$ cat src/lav_pkg.sv
// ----------------------------------------------------------------------------
// lav_pkg
// Types, constants and helpers shared by the look-at view matrix unit.
// ----------------------------------------------------------------------------
package lav_pkg;

  localparam int FRAC   = 16;              // fraction bits of Q16.16
  localparam int WORD   = 32;              // saturation width of results
  localparam int SCL_HI = 30;              // scaled top magnitude below 2^30
  localparam int SCL_LO = 29;              // and at least 2^29
  localparam int M_W    = 50;              // magnitude register width
  localparam int UN_W   = FRAC + 2;        // signed unit component
  localparam int TU_W   = FRAC + 4;        // signed true-up component
  localparam int Q_W    = FRAC + 1;        // unsigned quotient
  localparam int LEN_W  = SCL_HI + 1;      // vector length
  localparam int NUM_W  = SCL_HI + 1 + FRAC;
  localparam int SUM_W  = 2 * SCL_HI + 2;  // sum of three squares
  localparam int OP_W   = 33;              // multiplier operand
  localparam int ACC_W  = 64;              // accumulator
  localparam int PC_W   = 5;

  localparam logic [WORD-1:0] ONE = WORD'(64'(1) << FRAC);

  localparam logic [PC_W-1:0] PC_SIDE = PC_W'(0);
  localparam logic [PC_W-1:0] PC_SQ   = PC_W'(6);
  localparam logic [PC_W-1:0] PC_REST = PC_W'(9);

  typedef struct packed {
    logic signed [31:0] eye_x;
    logic signed [31:0] eye_y;
    logic signed [31:0] eye_z;
    logic signed [31:0] at_x;
    logic signed [31:0] at_y;
    logic signed [31:0] at_z;
    logic signed [31:0] up_x;
    logic signed [31:0] up_y;
    logic signed [31:0] up_z;
  } lav_req_t;

  typedef struct packed {
    logic [1:0]         row_index;
    logic signed [31:0] col_zero;
    logic signed [31:0] col_one;
    logic signed [31:0] col_two;
    logic signed [31:0] col_three;
    logic               degenerate;
    logic               last_row;
  } lav_rsp_t;

  typedef struct packed {
    logic [2:0][31:0] eye;
    logic [2:0][31:0] up;
    logic [2:0][32:0] diff;
    logic             degen;
  } lav_job_t;

  typedef struct packed {
    logic [2:0][UN_W-1:0] side;
    logic [2:0][TU_W-1:0] tup;
    logic [2:0][UN_W-1:0] fwd;
    logic [2:0][WORD-1:0] dot;
    logic                 degen;
  } lav_mat_t;

  typedef enum logic [2:0] {
    ST_IDLE, ST_SCALE, ST_MAC, ST_SQRT, ST_DIVGO, ST_DIV, ST_DONE
  } lav_state_t;

  typedef enum logic [1:0] {SG_SIDE, SG_SQ, SG_REST} lav_seg_t;

  typedef enum logic [2:0] {
    SRC_EYE, SRC_UP, SRC_FWD, SRC_SIDE, SRC_TUP, SRC_MAG
  } lav_src_t;

  typedef enum logic [2:0] {DST_NONE, DST_RAWM, DST_SUM, DST_TUP, DST_DOT} lav_dst_t;

  typedef struct packed {
    lav_src_t   sa;
    logic [1:0] ia;
    lav_src_t   sb;
    logic [1:0] ib;
    logic       neg;
    logic       last;
    lav_dst_t   dst;
    logic [1:0] di;
    logic       seg_end;
  } lav_op_t;

  function automatic lav_op_t mk_op(input lav_src_t sa, input logic [1:0] ia,
                                    input lav_src_t sb, input logic [1:0] ib,
                                    input logic neg, input logic last,
                                    input lav_dst_t dst, input logic [1:0] di,
                                    input logic seg_end);
    lav_op_t o;
    o.sa = sa; o.ia = ia; o.sb = sb; o.ib = ib;
    o.neg = neg; o.last = last; o.dst = dst; o.di = di; o.seg_end = seg_end;
    return o;
  endfunction

  // multiply-accumulate programme: side cross product, squares, true up,
  // then the three eye dot products
  function automatic lav_op_t lav_prog(input logic [PC_W-1:0] pc);
    lav_op_t o;
    case (pc)
      5'd0:  o = mk_op(SRC_UP, 2'd1, SRC_FWD, 2'd2, 1'b0, 1'b0, DST_NONE, 2'd0, 1'b0);
      5'd1:  o = mk_op(SRC_UP, 2'd2, SRC_FWD, 2'd1, 1'b1, 1'b1, DST_RAWM, 2'd0, 1'b0);
      5'd2:  o = mk_op(SRC_UP, 2'd2, SRC_FWD, 2'd0, 1'b0, 1'b0, DST_NONE, 2'd0, 1'b0);
      5'd3:  o = mk_op(SRC_UP, 2'd0, SRC_FWD, 2'd2, 1'b1, 1'b1, DST_RAWM, 2'd1, 1'b0);
      5'd4:  o = mk_op(SRC_UP, 2'd0, SRC_FWD, 2'd1, 1'b0, 1'b0, DST_NONE, 2'd0, 1'b0);
      5'd5:  o = mk_op(SRC_UP, 2'd1, SRC_FWD, 2'd0, 1'b1, 1'b1, DST_RAWM, 2'd2, 1'b1);
      5'd6:  o = mk_op(SRC_MAG, 2'd0, SRC_MAG, 2'd0, 1'b0, 1'b0, DST_NONE, 2'd0, 1'b0);
      5'd7:  o = mk_op(SRC_MAG, 2'd1, SRC_MAG, 2'd1, 1'b0, 1'b0, DST_NONE, 2'd0, 1'b0);
      5'd8:  o = mk_op(SRC_MAG, 2'd2, SRC_MAG, 2'd2, 1'b0, 1'b1, DST_SUM, 2'd0, 1'b1);
      5'd9:  o = mk_op(SRC_FWD, 2'd1, SRC_SIDE, 2'd2, 1'b0, 1'b0, DST_NONE, 2'd0, 1'b0);
      5'd10: o = mk_op(SRC_FWD, 2'd2, SRC_SIDE, 2'd1, 1'b1, 1'b1, DST_TUP, 2'd0, 1'b0);
      5'd11: o = mk_op(SRC_FWD, 2'd2, SRC_SIDE, 2'd0, 1'b0, 1'b0, DST_NONE, 2'd0, 1'b0);
      5'd12: o = mk_op(SRC_FWD, 2'd0, SRC_SIDE, 2'd2, 1'b1, 1'b1, DST_TUP, 2'd1, 1'b0);
      5'd13: o = mk_op(SRC_FWD, 2'd0, SRC_SIDE, 2'd1, 1'b0, 1'b0, DST_NONE, 2'd0, 1'b0);
      5'd14: o = mk_op(SRC_FWD, 2'd1, SRC_SIDE, 2'd0, 1'b1, 1'b1, DST_TUP, 2'd2, 1'b0);
      5'd15: o = mk_op(SRC_EYE, 2'd0, SRC_SIDE, 2'd0, 1'b0, 1'b0, DST_NONE, 2'd0, 1'b0);
      5'd16: o = mk_op(SRC_EYE, 2'd1, SRC_SIDE, 2'd1, 1'b0, 1'b0, DST_NONE, 2'd0, 1'b0);
      5'd17: o = mk_op(SRC_EYE, 2'd2, SRC_SIDE, 2'd2, 1'b0, 1'b1, DST_DOT, 2'd0, 1'b0);
      5'd18: o = mk_op(SRC_EYE, 2'd0, SRC_FWD, 2'd0, 1'b0, 1'b0, DST_NONE, 2'd0, 1'b0);
      5'd19: o = mk_op(SRC_EYE, 2'd1, SRC_FWD, 2'd1, 1'b0, 1'b0, DST_NONE, 2'd0, 1'b0);
      5'd20: o = mk_op(SRC_EYE, 2'd2, SRC_FWD, 2'd2, 1'b0, 1'b1, DST_DOT, 2'd2, 1'b0);
      5'd21: o = mk_op(SRC_EYE, 2'd0, SRC_TUP, 2'd0, 1'b0, 1'b0, DST_NONE, 2'd0, 1'b0);
      5'd22: o = mk_op(SRC_EYE, 2'd1, SRC_TUP, 2'd1, 1'b0, 1'b0, DST_NONE, 2'd0, 1'b0);
      5'd23: o = mk_op(SRC_EYE, 2'd2, SRC_TUP, 2'd2, 1'b0, 1'b1, DST_DOT, 2'd1, 1'b1);
      default: o = mk_op(SRC_EYE, 2'd0, SRC_EYE, 2'd0, 1'b0, 1'b0, DST_NONE, 2'd0, 1'b1);
    endcase
    return o;
  endfunction

  function automatic logic [OP_W-1:0] pick3(input logic [2:0][OP_W-1:0] v,
                                            input logic [1:0] i);
    logic [OP_W-1:0] r;
    case (i)
      2'd0:    r = v[0];
      2'd1:    r = v[1];
      default: r = v[2];
    endcase
    return r;
  endfunction

  // shift right by FRAC, rounding half away from zero
  function automatic logic signed [ACC_W-1:0] round_shift(input logic signed [ACC_W-1:0] x);
    logic [ACC_W-1:0] m;
    m = x[ACC_W-1] ? ACC_W'(-x) : ACC_W'(x);
    m = (m + (ACC_W'(1) << (FRAC - 1))) >> FRAC;
    return x[ACC_W-1] ? -$signed(m) : $signed(m);
  endfunction

  function automatic logic [WORD-1:0] sat_word(input logic signed [ACC_W-1:0] x);
    logic signed [ACC_W-1:0] hi;
    logic signed [ACC_W-1:0] lo;
    logic signed [ACC_W-1:0] r;
    hi = $signed((ACC_W'(1) << (WORD - 1)) - ACC_W'(1));
    lo = $signed(~hi);
    if (x > hi) begin
      r = hi;
    end else if (x < lo) begin
      r = lo;
    end else begin
      r = x;
    end
    return r[WORD-1:0];
  endfunction

endpackage

$ cat src/lav_fifo.sv
// ----------------------------------------------------------------------------
// lav_fifo
// Two-entry queue of classified items between front and back.
// ----------------------------------------------------------------------------
module lav_fifo import lav_pkg::*; (
  input  logic     clk,
  input  logic     rst,
  input  logic     push,
  input  lav_job_t job_in,
  output logic     full,
  input  logic     pop,
  output lav_job_t job_out,
  output logic     avail
);

  lav_job_t   mem [2];
  logic       wp;
  logic       rp;
  logic [1:0] cnt;

  assign full    = cnt == 2'd2;
  assign avail   = cnt != 2'd0;
  assign job_out = mem[rp];

  always_ff @(posedge clk) begin
    if (rst) begin
      wp  <= 1'b0;
      rp  <= 1'b0;
      cnt <= 2'd0;
    end else begin
      if (push) begin
        wp <= ~wp;
      end
      if (pop) begin
        rp <= ~rp;
      end
      cnt <= cnt + 2'(push) - 2'(pop);
    end
  end

  always_ff @(posedge clk) begin
    if (push) begin
      mem[wp] <= job_in;
    end
  end

endmodule

$ cat config.mk
export PLATFORM = sky130hd
export DESIGN_NAME = lav_fifo
export DESIGN_NICKNAME = d
export VERILOG_FILES = /design/src/lav_pkg.sv /design/src/lav_fifo.sv
export SDC_FILE = /design/constraint.sdc
export NUM_CORES = 1
export LEC_CHECK = 0
export BUFFER_PORTS_ARGS = -buffer_cell sky130_fd_sc_hd__buf_2
export CAP_MARGIN = 0
export CORE_MARGIN = 2
export CORE_UTILIZATION = 40
export DETAILED_ROUTE_END_ITERATION = 6
export PLACE_DENSITY = 0.67
export SLEW_MARGIN = 40
export SYNTH_ARGS = -nofsm -noshare
export SYNTH_HDL_FRONTEND = slang
export SYNTH_SLANG_ARGS = --single-unit
$ cat constraint.sdc
create_clock -name clk -period 39.9 [get_ports clk]
set_clock_uncertainty 0.2 [all_clocks]
set_input_delay 5.985 -clock clk [delete_from_list [all_inputs] [get_ports clk]]
set_output_delay 5.985 -clock clk [all_outputs]
set_load 0.01 [all_outputs]
Word-level counts from Yosys, hierarchy flattened
Memories as Yosys holds them, arrays and structs flattened. A register that Yosys moved wholly into a read port is not among the register bits.
Index checks and enable logic that the tools add are counted.
Widths: inputs -> output; s select.
{"block": "totals", "regBits": 4, "ram_bits": 584, "in_bits": 296, "out_inout_bits": 294, "word_cells": 14, "memories": 1}
{"memory": "mem", "words": 2, "width": 292, "rd": 1, "rd_ports_with_merged_regs": 1, "wr": 1, "line": "lav_fifo.sv:16", "text": "lav_job_t mem [2];"}
{"block": "op_classes", "n_addsub": 2, "n_eq_ne": 1, "mux": 4, "n_bitwise": 2, "reduce_logical": 1}
{"op": "$mux 1", "count": 4}
{"op": "$add 2x1->2", "count": 1}
{"op": "$eq 2x2->1 const B", "count": 1}
{"op": "$not 1->1", "count": 2}
{"op": "$reduce_bool 2->1", "count": 1}
{"op": "$sub 2x1->2", "count": 1}

Longest topological paths before layout
Gate-level depths: netlist (run 1).
{"block": "logic_depth", "word_depth": 3, "mapped_depth": 6}

Worst setup path before layout (run 1)
Ideal clock, no wire load.
{"block": "synth_path", "path_type": "input to register", "from": "input push", "to": "memory mem[0][0] (netlist bit) (enable)", "arrival_ns": 18.538, "slack_ns": 20.176, "stages": 1, "cell_sequence": "nor2b_1"}
{"block": "synth_between", "elab_chain_len": 2}
{"element": "start: declaration", "line": "lav_fifo.sv:8", "text": "input logic push,"}
{"element": "$mux 1", "line": "lav_fifo.sv:42", "text": "if (push) begin"}
{"element": "$mux 1 (not written as such)", "line": "lav_fifo.sv:43", "text": "mem[wp] <= job_in;"}
{"element": "end: declaration", "line": "lav_fifo.sv:16"}
Every way passes these cells.

==> flow_summary.json, run 1 <==
{
  "ys_types": 13,
  "cp_max_fo": 78,
  "synthToLayoutAreaGrowth_pct": 25.4,
  "slew_viol_final": 0,
  "ant_nets": 0,
  "final_layout_size_suffix_gt1_share_pct": 60.6,
  "crit_type": "flop to output port",
  "gp_congestion": 0.819,
  "syn-mean-instance-area_sq_um": 23.0,
  "post-cts-setup-buffers": 0,
  "finalSetupTns_ns": 0,
  "clockBufferDepth": 3,
  "cts_tree": "done",
  "root_buffer": "clkbuf_16",
  "first_iter_violations": 658,
  "p_per_area_nw_per_um2": 51.7,
  "period_share_pct": 23.5,
  "io_pins": 590,
  "nets": 1857,
  "dpl.hpwl_um": 33500,
  "peakVddDrop_mv": 0.0424,
  "row_count": 84,
  "coreArea_sq_um": 52800,
  "grt_pass1_wl_um": 70200,
  "synth_fp_nets": 1227,
  "dieArea_sq_um": 55400,
  "finalSetupViolations": 0,
  "first_global_vias": 11650,
  "ctsHtreeMaxLevel": 2,
  "via_per_inst": 4.81,
  "slowest_stage": "buf_6",
  "remaining_drc_errors": 0,
  "grt_util_all_layers_pct": 16.8,
  "numCtsBuffers": 58,
  "cap_violations": 0,
  "antenna_found_initial": 18,
  "netlist_area_sq_um": 21400,
  "synth_seq_cells": 589,
  "start_kind": "flop",
  "finalCriticalPeriod_ns": 9.38,
  "wire_per_inst_um": 20.8,
  "cts.sinks": 589,
  "leakagePower_nw": 9.95,
  "drtPass1Iterations": 5,
  "final_hold_viol_count": 0,
  "critPathMaxStageDelay_ns": 0.59,
  "outcome": "finished, final reports clean",
  "worst_pin_slew_ns": 0.768,
  "critPathTopFamily": "buffers and inverters",
  "cp_data_arrival_time_ns": 3.20,
  "path_clk_slew_ns": 0.06,
  "layout_common_cells": "589 x buf_2, 584 x edfxtp_1, 292 x mux2_2",
  "cp-end-kind": "output port",
  "final_common_cell": "buf_2",
  "grt_max_degree": 94,
  "clk_latency_ns": 0.59,
  "seq_area_frac_synth_pct": 82.4,
  "syn_inst": 929,
  "yosys_warnings": 0,
  "start_util_pct": 40.6,
  "cp.required_ns": 33.71,
  "rsz0062_at_grt": "false",
  "grt.overflow.total": 0,
  "maxSlewHeadroom_pct": 48.8,
  "final_core_util_pct": 50.9,
  "crit_chain": "buf_12, buf_6, buf_6, mux2_2, buf_2",
  "hold_class": "flop to flop",
  "fp.dieW_um": 235,
  "worst_slack_ns": 30.52,
  "preCtsSetupSlack_ns": 30.86,
  "die_h_um": 235,
  "hold_buffers": 0,
  "crit_top_cell": "buf_6",
  "fmax_mhz": 107,
  "routed_wl_um": 47800,
  "io_buffers": 589,
  "whs_ns": 0.351,
  "vias": 11077,
  "cp_num_buf_inv": 4,
  "ctsResizeCount": 0
}
==> synthesized netlist by cell type <==
master	instances	area, sq um
edfxtp_1	584	17500
mux2_2	292	3290
buf_6	31	349
dfxtp_1	5	100
nor2_1	4	15.0
nor2b_1	3	18.8
ha_1	2	25.0
inv_1	2	7.51
xnor2_1	2	17.5
and2_1	1	6.26
buf_2	1	5.00
or2_2	1	6.26
xnor3_1	1	22.5
==> final cells by class <==
cell class,instances,area (sq um)
well taps,688,861
diodes,12,30.0
inverters,2,7.51
repair buffers,602,3130
multi-input cells,306,3410
flip-flops and latches,589,17600
clock inverters,24,179
fillers,4349,25900
clock buffers,82,1580
==> kinds of logic after synthesis <==
kind of cell	count (synthesis)	synth area share (%)
adders and majority gates	2	0.117
buffers and inverters	34	1.69
DFF	589	82.4
muxes	292	15.4
xor gates and xnor gates	3	0.187
and+or+nand+nor	9	0.216
==> per-layer routing <==
layer  routed length (um)  part of all wire, %  global-route usage, %  vias to the layer above
met4                 1980                  4.1                   8.47                       14
met5                   84                 0.18                      0                        -
met3                 4440                  9.3                   6.31                      117
met1                17600                   37                   18.8                     5456
met2                23700                   50                   28.1                      486
li1                     -                    -                      -                     5004
==> worst register-to-register path, stage by stage, from the launching register on <==
cell and delay (ns):
dfxtp_1 0.35, nor2b_4 0.41, buf_4 0.59, buf_12 0.54, buf_6 0.65
==> sequential cells by signal (all words and copies together), names as in the netlist, named ones only <==
register,flops
mem,584
cnt,2
wp,1
rp,1
==> path summary, 6_finish.rpt <==
kind                            slack, ns            to  start  cells past startpoint
worst max-delay path                30.52  job_out[101]   flop                      5
worst min-delay path                 0.35          flop     rp                      2
worst max register to register      36.74   mem[0][116]     wp                      4
worst min register to register       0.35          flop     rp                      2
==> report_power, final <==
part	internal, mW	switching [mW]	leakage [nW]	total (mW)
Sequential	0.723	0.00974	5.52	0.733
Combinational	0.0683	0.0820	3.57	0.150
Clock	0.289	0.217	0.861	0.506
Total	1.08	0.309	9.95	1.39
==> per-stage QoR <==
step           power [mW]  instance area [sq um]  cells
6_report             1.39                  26800   2305
5_1_grt              1.44                  26800   2300
4_1_cts              1.41                  26800   2293
3_5_place_dp        0.898                  25000   2187
3_3_place_gp        0.893                  25000   2184
2_1_floorplan       0.844                  21400    929
(Power assumes the default switching activity.)
==> inputs of run 2 (changes only) <==
--- a/config.mk
+++ b/config.mk
@@ -10,7 +10,7 @@
 export CORE_MARGIN = 2
 export CORE_UTILIZATION = 40
 export DETAILED_ROUTE_END_ITERATION = 6
-export PLACE_DENSITY = 0.67
+export PLACE_DENSITY = 0.69
 export SLEW_MARGIN = 40
 export SYNTH_ARGS = -nofsm -noshare
 export SYNTH_HDL_FRONTEND = slang
==> constraint.sdc (replaced) <==
create_clock -name clk -period 8.35 [get_ports clk]
set_clock_uncertainty 0.2 [all_clocks]
set_input_delay 1.2525 -clock clk [delete_from_list [all_inputs] [get_ports clk]]
set_output_delay 1.2525 -clock clk [all_outputs]
set_load 0.01 [all_outputs]
==> run 2 against run 1 <==
Sequential power grew to 4.8 times the previous value. Non-clock buffer count stayed put. Setup slack worse by 26 ns. Global-route usage is 0.24 points lower. Combinational power grew to 4.8 times the previous value. Critical path type unchanged. Largest cell class unchanged.
==> flow_summary.json, run 2 (same netlist as run 1, synthesis figures left out) <==
{
  "outcome": "finished, final reports clean",
  "cp-end-kind": "output port",
  "whs_ns": 0.328,
  "crit_type": "flop to output port",
  "finalSetupViolations": 0,
  "cp.required_ns": 6.90,
  "fp.dieW_um": 235,
  "vias": 10988,
  "period_share_pct": 51.1,
  "largest_reg_flops": 584,
  "power.internal_mw": 5.44,
  "wire_per_inst_um": 20.6,
  "die_h_um": 235,
  "numCtsBuffers": 58,
  "grt_pass1_wl_um": 69300,
  "routed_wl_um": 47400,
  "p_total_mw": 6.94,
  "coreArea_sq_um": 52800,
  "dieArea_sq_um": 55400,
  "worst_pin_slew_ns": 0.770,
  "grt_util_all_layers_pct": 16.5,
  "synthToLayoutAreaGrowth_pct": 26.8,
  "fmax_mhz": 235,
  "grt.overflow.total": 0,
  "grt_max_degree": 151,
  "sw_frac_of_total_pct": 21.5,
  "nets": 1857,
  "rsz0062_at_grt": "false",
  "cts.sinks": 589,
  "cts_tree": "done",
  "clockBufferDepth": 3,
  "leakagePower_nw": 10.1,
  "hold_class": "flop to flop",
  "num-fill-cells": 4283,
  "io_pins": 590,
  "p_per_area_nw_per_um2": 256,
  "layout_common_cells": "589 x buf_2, 584 x edfxtp_1, 292 x mux2_2",
  "clk_latency_ns": 0.59,
  "r2r_setup_slack_ns": 5.58,
  "largestRegisters": "mem: 584 flops, cnt: 2 flops",
  "first_global_vias": 11674,
  "post-cts-setup-buffers": 0,
  "antenna_found_initial": 18,
  "comb_power_share_pct": 10.4,
  "pwr-share-clk_pct": 39.1,
  "place_area_sq_um": 25000,
  "first_iter_violations": 596,
  "ctsHtreeMaxLevel": 2,
  "via_per_inst": 4.76,
  "io_buffers": 589,
  "start_kind": "flop",
  "finalCriticalPeriod_ns": 4.26,
  "drtPass1Iterations": 4,
  "ant_nets": 0,
  "gp_congestion": 0.825,
  "largest_register": "mem",
  "cap_violations": 0,
  "hold_buffers": 0,
  "final_hold_viol_count": 0,
  "peakVddDrop_mv": 0.206,
  "final_common_cell": "buf_2",
  "cp_max_fo": 78,
  "start_util_pct": 40.6,
  "dpl.hpwl_um": 32500,
  "slew_viol_final": 0,
  "ctsResizeCount": 0,
  "power_frac_seq_pct": 50.5,
  "root_buffer": "clkbuf_16",
  "final_layout_size_suffix_gt1_share_pct": 61.0,
  "remaining_drc_errors": 0,
  "post-route-cell-area_sq_um": 27100,
  "cp_data_arrival_time_ns": 2.81,
  "row_count": 84,
  "path_clk_slew_ns": 0.06,
  "finalSetupTns_ns": 0,
  "maxSlewHeadroom_pct": 48.7,
  "p_switching_mw": 1.49
}
run 2: cell types whose count changed in the layout (fill, tap and decap cells not counted), moves of 2 or more:
cell,delta
buf_12,+2
buf_16,+2
buf_6,-3
bufinv_16,+10
clkbuf_1,-11
clkbuf_8,-2
clkinv_1,+5
clkinvlp_4,+2
run 2: through the flow:
| step | instances | util, % | worst slack, ns |
|---|---|---|---|
| 3_5_place_dp | 2184 | 47.4 | 4.49 |
| 5_1_grt | 2304 | 51.4 | 3.96 |
| 3_3_place_gp | 2182 | 47.3 | 4.44 |
| 4_1_cts | 2291 | 51.2 | 3.83 |
| 2_1_floorplan | 929 | - | 2.10 |
| 6_report | 2306 | 51.4 | 4.09 |
run 2: power groups by stage:
| stage | Clock, mW | Combinational (mW) | Sequential [mW] |
|---|---|---|---|
| floorplan | 0 | 0.418 | 3.57 |
| global placement | 0 | 0.693 | 3.57 |
| detailed placement | 0 | 0.722 | 3.57 |
| CTS | 2.78 | 0.726 | 3.51 |
| global route | 2.89 | 0.776 | 3.52 |
| finish | 2.71 | 0.723 | 3.50 |
run 2: final cells by class:
cell class	instances	area [sq um]	area share [%]
well taps	688	861	3.17
clock inverters	38	484	1.78
repair buffers	602	3180	11.7
clock buffers	69	1510	5.58
inverters	2	7.51	0.0277
multi-input cells	306	3410	12.6
flip-flops and latches	589	17600	65.0
diodes	12	30.0	0.111
run 2: metal layers:
layer	up-vias	track usage [%]	routed length [um]
met1	5408	17.8	16900
met4	12	6.68	1520
met5	-	0	80
met3	101	6.91	4790
li1	5008	-	-
met2	459	28.8	24100
run 2: worst paths after layout:
| kind | start | to | depth (start not counted) |
|---|---|---|---|
| max reg2reg | wp | mem[1][157] | 3 |
| min | rp | flop | 2 |
| min reg2reg | rp | flop | 2 |
| max | flop | job_out[106] | 5 |
run 2: critical path, stage by stage, from the launching register on:
cell     delay, ns
dfxtp_4       0.54
buf_12        0.24
buf_12        0.21
buf_6         0.52
mux2_2        0.42
buf_2         0.14
==> inputs of run 3 (changes only) <==
--- a/config.mk
+++ b/config.mk
@@ -5,12 +5,13 @@
 export SDC_FILE = /design/constraint.sdc
 export NUM_CORES = 1
 export LEC_CHECK = 0
+export ABC_AREA = 1
 export BUFFER_PORTS_ARGS = -buffer_cell sky130_fd_sc_hd__buf_2
 export CAP_MARGIN = 0
 export CORE_MARGIN = 2
 export CORE_UTILIZATION = 40
 export DETAILED_ROUTE_END_ITERATION = 6
-export PLACE_DENSITY = 0.69
+export PLACE_DENSITY = 0.67
 export SLEW_MARGIN = 40
 export SYNTH_ARGS = -nofsm -noshare
 export SYNTH_HDL_FRONTEND = slang
==> constraint.sdc (replaced) <==
create_clock -name clk -period 4.24 [get_ports clk]
set_clock_uncertainty 0.2 [all_clocks]
set_input_delay 0.636 -clock clk [delete_from_list [all_inputs] [get_ports clk]]
set_output_delay 0.636 -clock clk [all_outputs]
set_load 0.01 [all_outputs]
==> run 3 against run 2 <==
Die area barely moved. Critical path depth fell by 1. Sequential power up 95%. Synthesized cell count is 1.1% higher. First-iteration DRC count is 15% higher. Final area grew 9.4%. Non-clock buffer count is 258 higher. Clock power increased by 95%. Global-route usage up 1.1 points. Via count grew 11%. Setup slack lost 3.0 ns. Critical path type unchanged. Largest cell class unchanged. Largest power group unchanged.
==> flow_summary.json, run 3 <==
{
  "yosys.area.top_type_share_pct": 81.9,
  "syn-mean-instance-area_sq_um": 22.8,
  "endpoint": "job_out[68]",
  "ctsHtreeMaxLevel": 2,
  "maxSlewHeadroom_pct": 52.5,
  "hold_buffers": 252,
  "layout_common_cells": "589 x buf_2, 584 x edfxtp_1, 292 x mux2_2",
  "die_h_um": 235,
  "cap_violations": 0,
  "numCtsBuffers": 59,
  "crit-reg2reg-capture": "mem[1][126]",
  "critPathTopFamily": "buffers and inverters",
  "gp_congestion": 0.805,
  "outcome": "finished, final reports clean",
  "cp-end-kind": "output port",
  "peakVddDrop_mv": 0.373,
  "netlist_area_sq_um": 21400,
  "seq_area_frac_synth_pct": 82.4,
  "rsz0062_at_grt": "false",
  "dieArea_sq_um": 55400,
  "finalCriticalPeriod_ns": 3.13,
  "io_pins": 590,
  "final_layout_size_suffix_gt1_share_pct": 52.9,
  "cp.required_ns": 3.40,
  "synth_ff_type": "edfxtp_1",
  "via_per_inst": 4.75,
  "fp.dieW_um": 235,
  "num-fill-cells": 4006,
  "syn_inst": 939,
  "synthToLayoutAreaGrowth_pct": 38.7,
  "root_buffer": "clkbuf_16",
  "p_per_area_nw_per_um2": 461,
  "reg2regPathDepth": 4,
  "start_util_pct": 40.6,
  "largest_register": "mem",
  "nets": 2126,
  "fmax_mhz": 320,
  "post-synth-top-count-cell": "edfxtp_1",
  "cts_tree": "done",
  "cp_data_arrival_time_ns": 2.29,
  "final_common_cell": "buf_2",
  "cp_num_buf_inv": 3,
  "r2r_start": "wp",
  "pwr-share-clk_pct": 38.7,
  "critPathMaxStageDelay_ns": 0.44,
  "finalSetupViolations": 0,
  "vias": 12195,
  "period_share_pct": 73.8,
  "largest_reg_flops": 584,
  "remaining_drc_errors": 0,
  "grt_util_all_layers_pct": 17.7,
  "synth_fp_nets": 1237,
  "synth-edff-count": 584,
  "cp_max_fo": 55,
  "worst-path-stages": 4,
  "slew_viol_final": 0,
  "synth_seq_cells": 589,
  "r2r_setup_slack_ns": 2.08,
  "antenna_found_initial": 5,
  "ctsResizeCount": 0,
  "async_reset_ff_share_pct": 0,
  "worst_pin_slew_ns": 0.712,
  "post-cts-setup-buffers": 0,
  "drtPass1Iterations": 4,
  "comb_power_share_pct": 11.5,
  "power_frac_seq_pct": 49.9,
  "clockBufferDepth": 3,
  "dpl.hpwl_um": 32400,
  "grt_max_degree": 134,
  "sw_frac_of_total_pct": 22.0,
  "coreArea_sq_um": 52800,
  "ys_types": 13,
  "final_core_util_pct": 56.3,
  "ant_nets": 0,
  "cts.sinks": 589,
  "routed_wl_um": 50600,
  "whs_ns": 0.0321,
  "final_hold_viol_count": 0,
  "grt.overflow.total": 0,
  "largestRegisters": "mem: 584 flops, cnt: 2 flops",
  "leakagePower_nw": 11.2,
  "clk_latency_ns": 0.60,
  "io_buffers": 589,
  "slowest_stage": "buf_4",
  "synth.area.top_cells": "edfxtp_1 82%, mux2_2 15%, buf_6 1.6%",
  "grt_pass1_wl_um": 75500,
  "path_clk_slew_ns": 0.06,
  "synth_common_cells": "584 x edfxtp_1, 292 x mux2_2, 31 x buf_6, 8 x inv_1, 7 x nor2_1",
  "row_count": 84,
  "wire_per_inst_um": 19.7,
  "crit_type": "flop to output port",
  "crit_chain": "buf_12, buf_4, mux2_2, buf_2",
  "first_iter_violations": 683,
  "power.internal_mw": 10.7,
  "first_global_vias": 13079,
  "p_switching_mw": 3.00,
  "hold_class": "input port to flop",
  "yosys_warnings": 0,
  "yosys.area.top_type": "edfxtp_1",
  "start_kind": "flop"
}
## run 3: area by class of cell
class | instances | area, sq um | area share [%]
Sequential cell | 589 | 17600 | 59.4
Inverter | 8 | 46.3 | 0.156
Multi-Input combinational cell | 310 | 3410 | 11.5
Tap cell | 688 | 861 | 2.90
Clock buffer | 69 | 1510 | 5.10
Timing Repair Buffer | 860 | 5750 | 19.4
Antenna cell | 2 | 5.00 | 0.0169
Clock inverter | 41 | 457 | 1.54
## run 3: worst reg2reg max path, cell delays in order, from the launching register on
cell and delay [ns]:
dfxtp_1 0.51, nand2_8 0.07, clkinvlp_4 0.12, buf_12 0.34, buf_16 0.42
## run 3: how the worst min path moves through the flow
stage	endpoint	cells after the start	start	slack, ns
final	mem[1][233]	1	job_in[233]	0.03
after global routing	mem[0][241]	1	job_in[241]	0.01
after CTS	mem[1][105]	1	job_in[105]	0.0001
after detailed placement	flop	2	rp	0.30
after global placement	rp	2	rp	0.30
after floorplan	flop	2	rp	0.28
## run 3: layer usage
layer  vias up  global-route usage [%]  routed length, um
met4         4                    6.74               1780
met5         -                       0                 34
met3       117                    4.87               3510
met1      6062                    20.0              18900
met2       474                    31.8              26300
li1       5538                       -                  -
## run 3: power groups by stage
stage	logic, mW	clock network (mW)	registers (mW)
floorplan	0.773	0	6.96
global placement	1.35	0	6.92
detailed placement	1.37	0	6.94
CTS	1.58	5.39	6.82
global route	1.67	5.62	6.84
finish	1.57	5.29	6.82
## run 3: cells by family after synthesis
| logic type | count (synthesis) | share of synthesized area [%] |
|---|---|---|
| and+or+nand+nor | 14 | 0.257 |
| muxes | 292 | 15.4 |
| adders and majority gates | 2 | 0.117 |
| AOI/OAI and AO/OA | 1 | 0.0234 |
| buffers and inverters | 40 | 1.79 |
| xor gates and xnor gates | 1 | 0.0409 |
| DFF | 589 | 82.4 |
## run 3: through the flow
stage	instances	power [mW]	TNS [ns]	area [sq um]	worst slack, ns
finish	2567	13.7	0	29700	1.11
CTS	2564	13.8	0	29600	1.07
global placement	2201	8.28	0	25100	1.62
floorplan	939	7.74	-803.88	21400	-1.41
global route	2567	14.1	0	29700	0.998
detailed placement	2202	8.31	0	25200	1.59
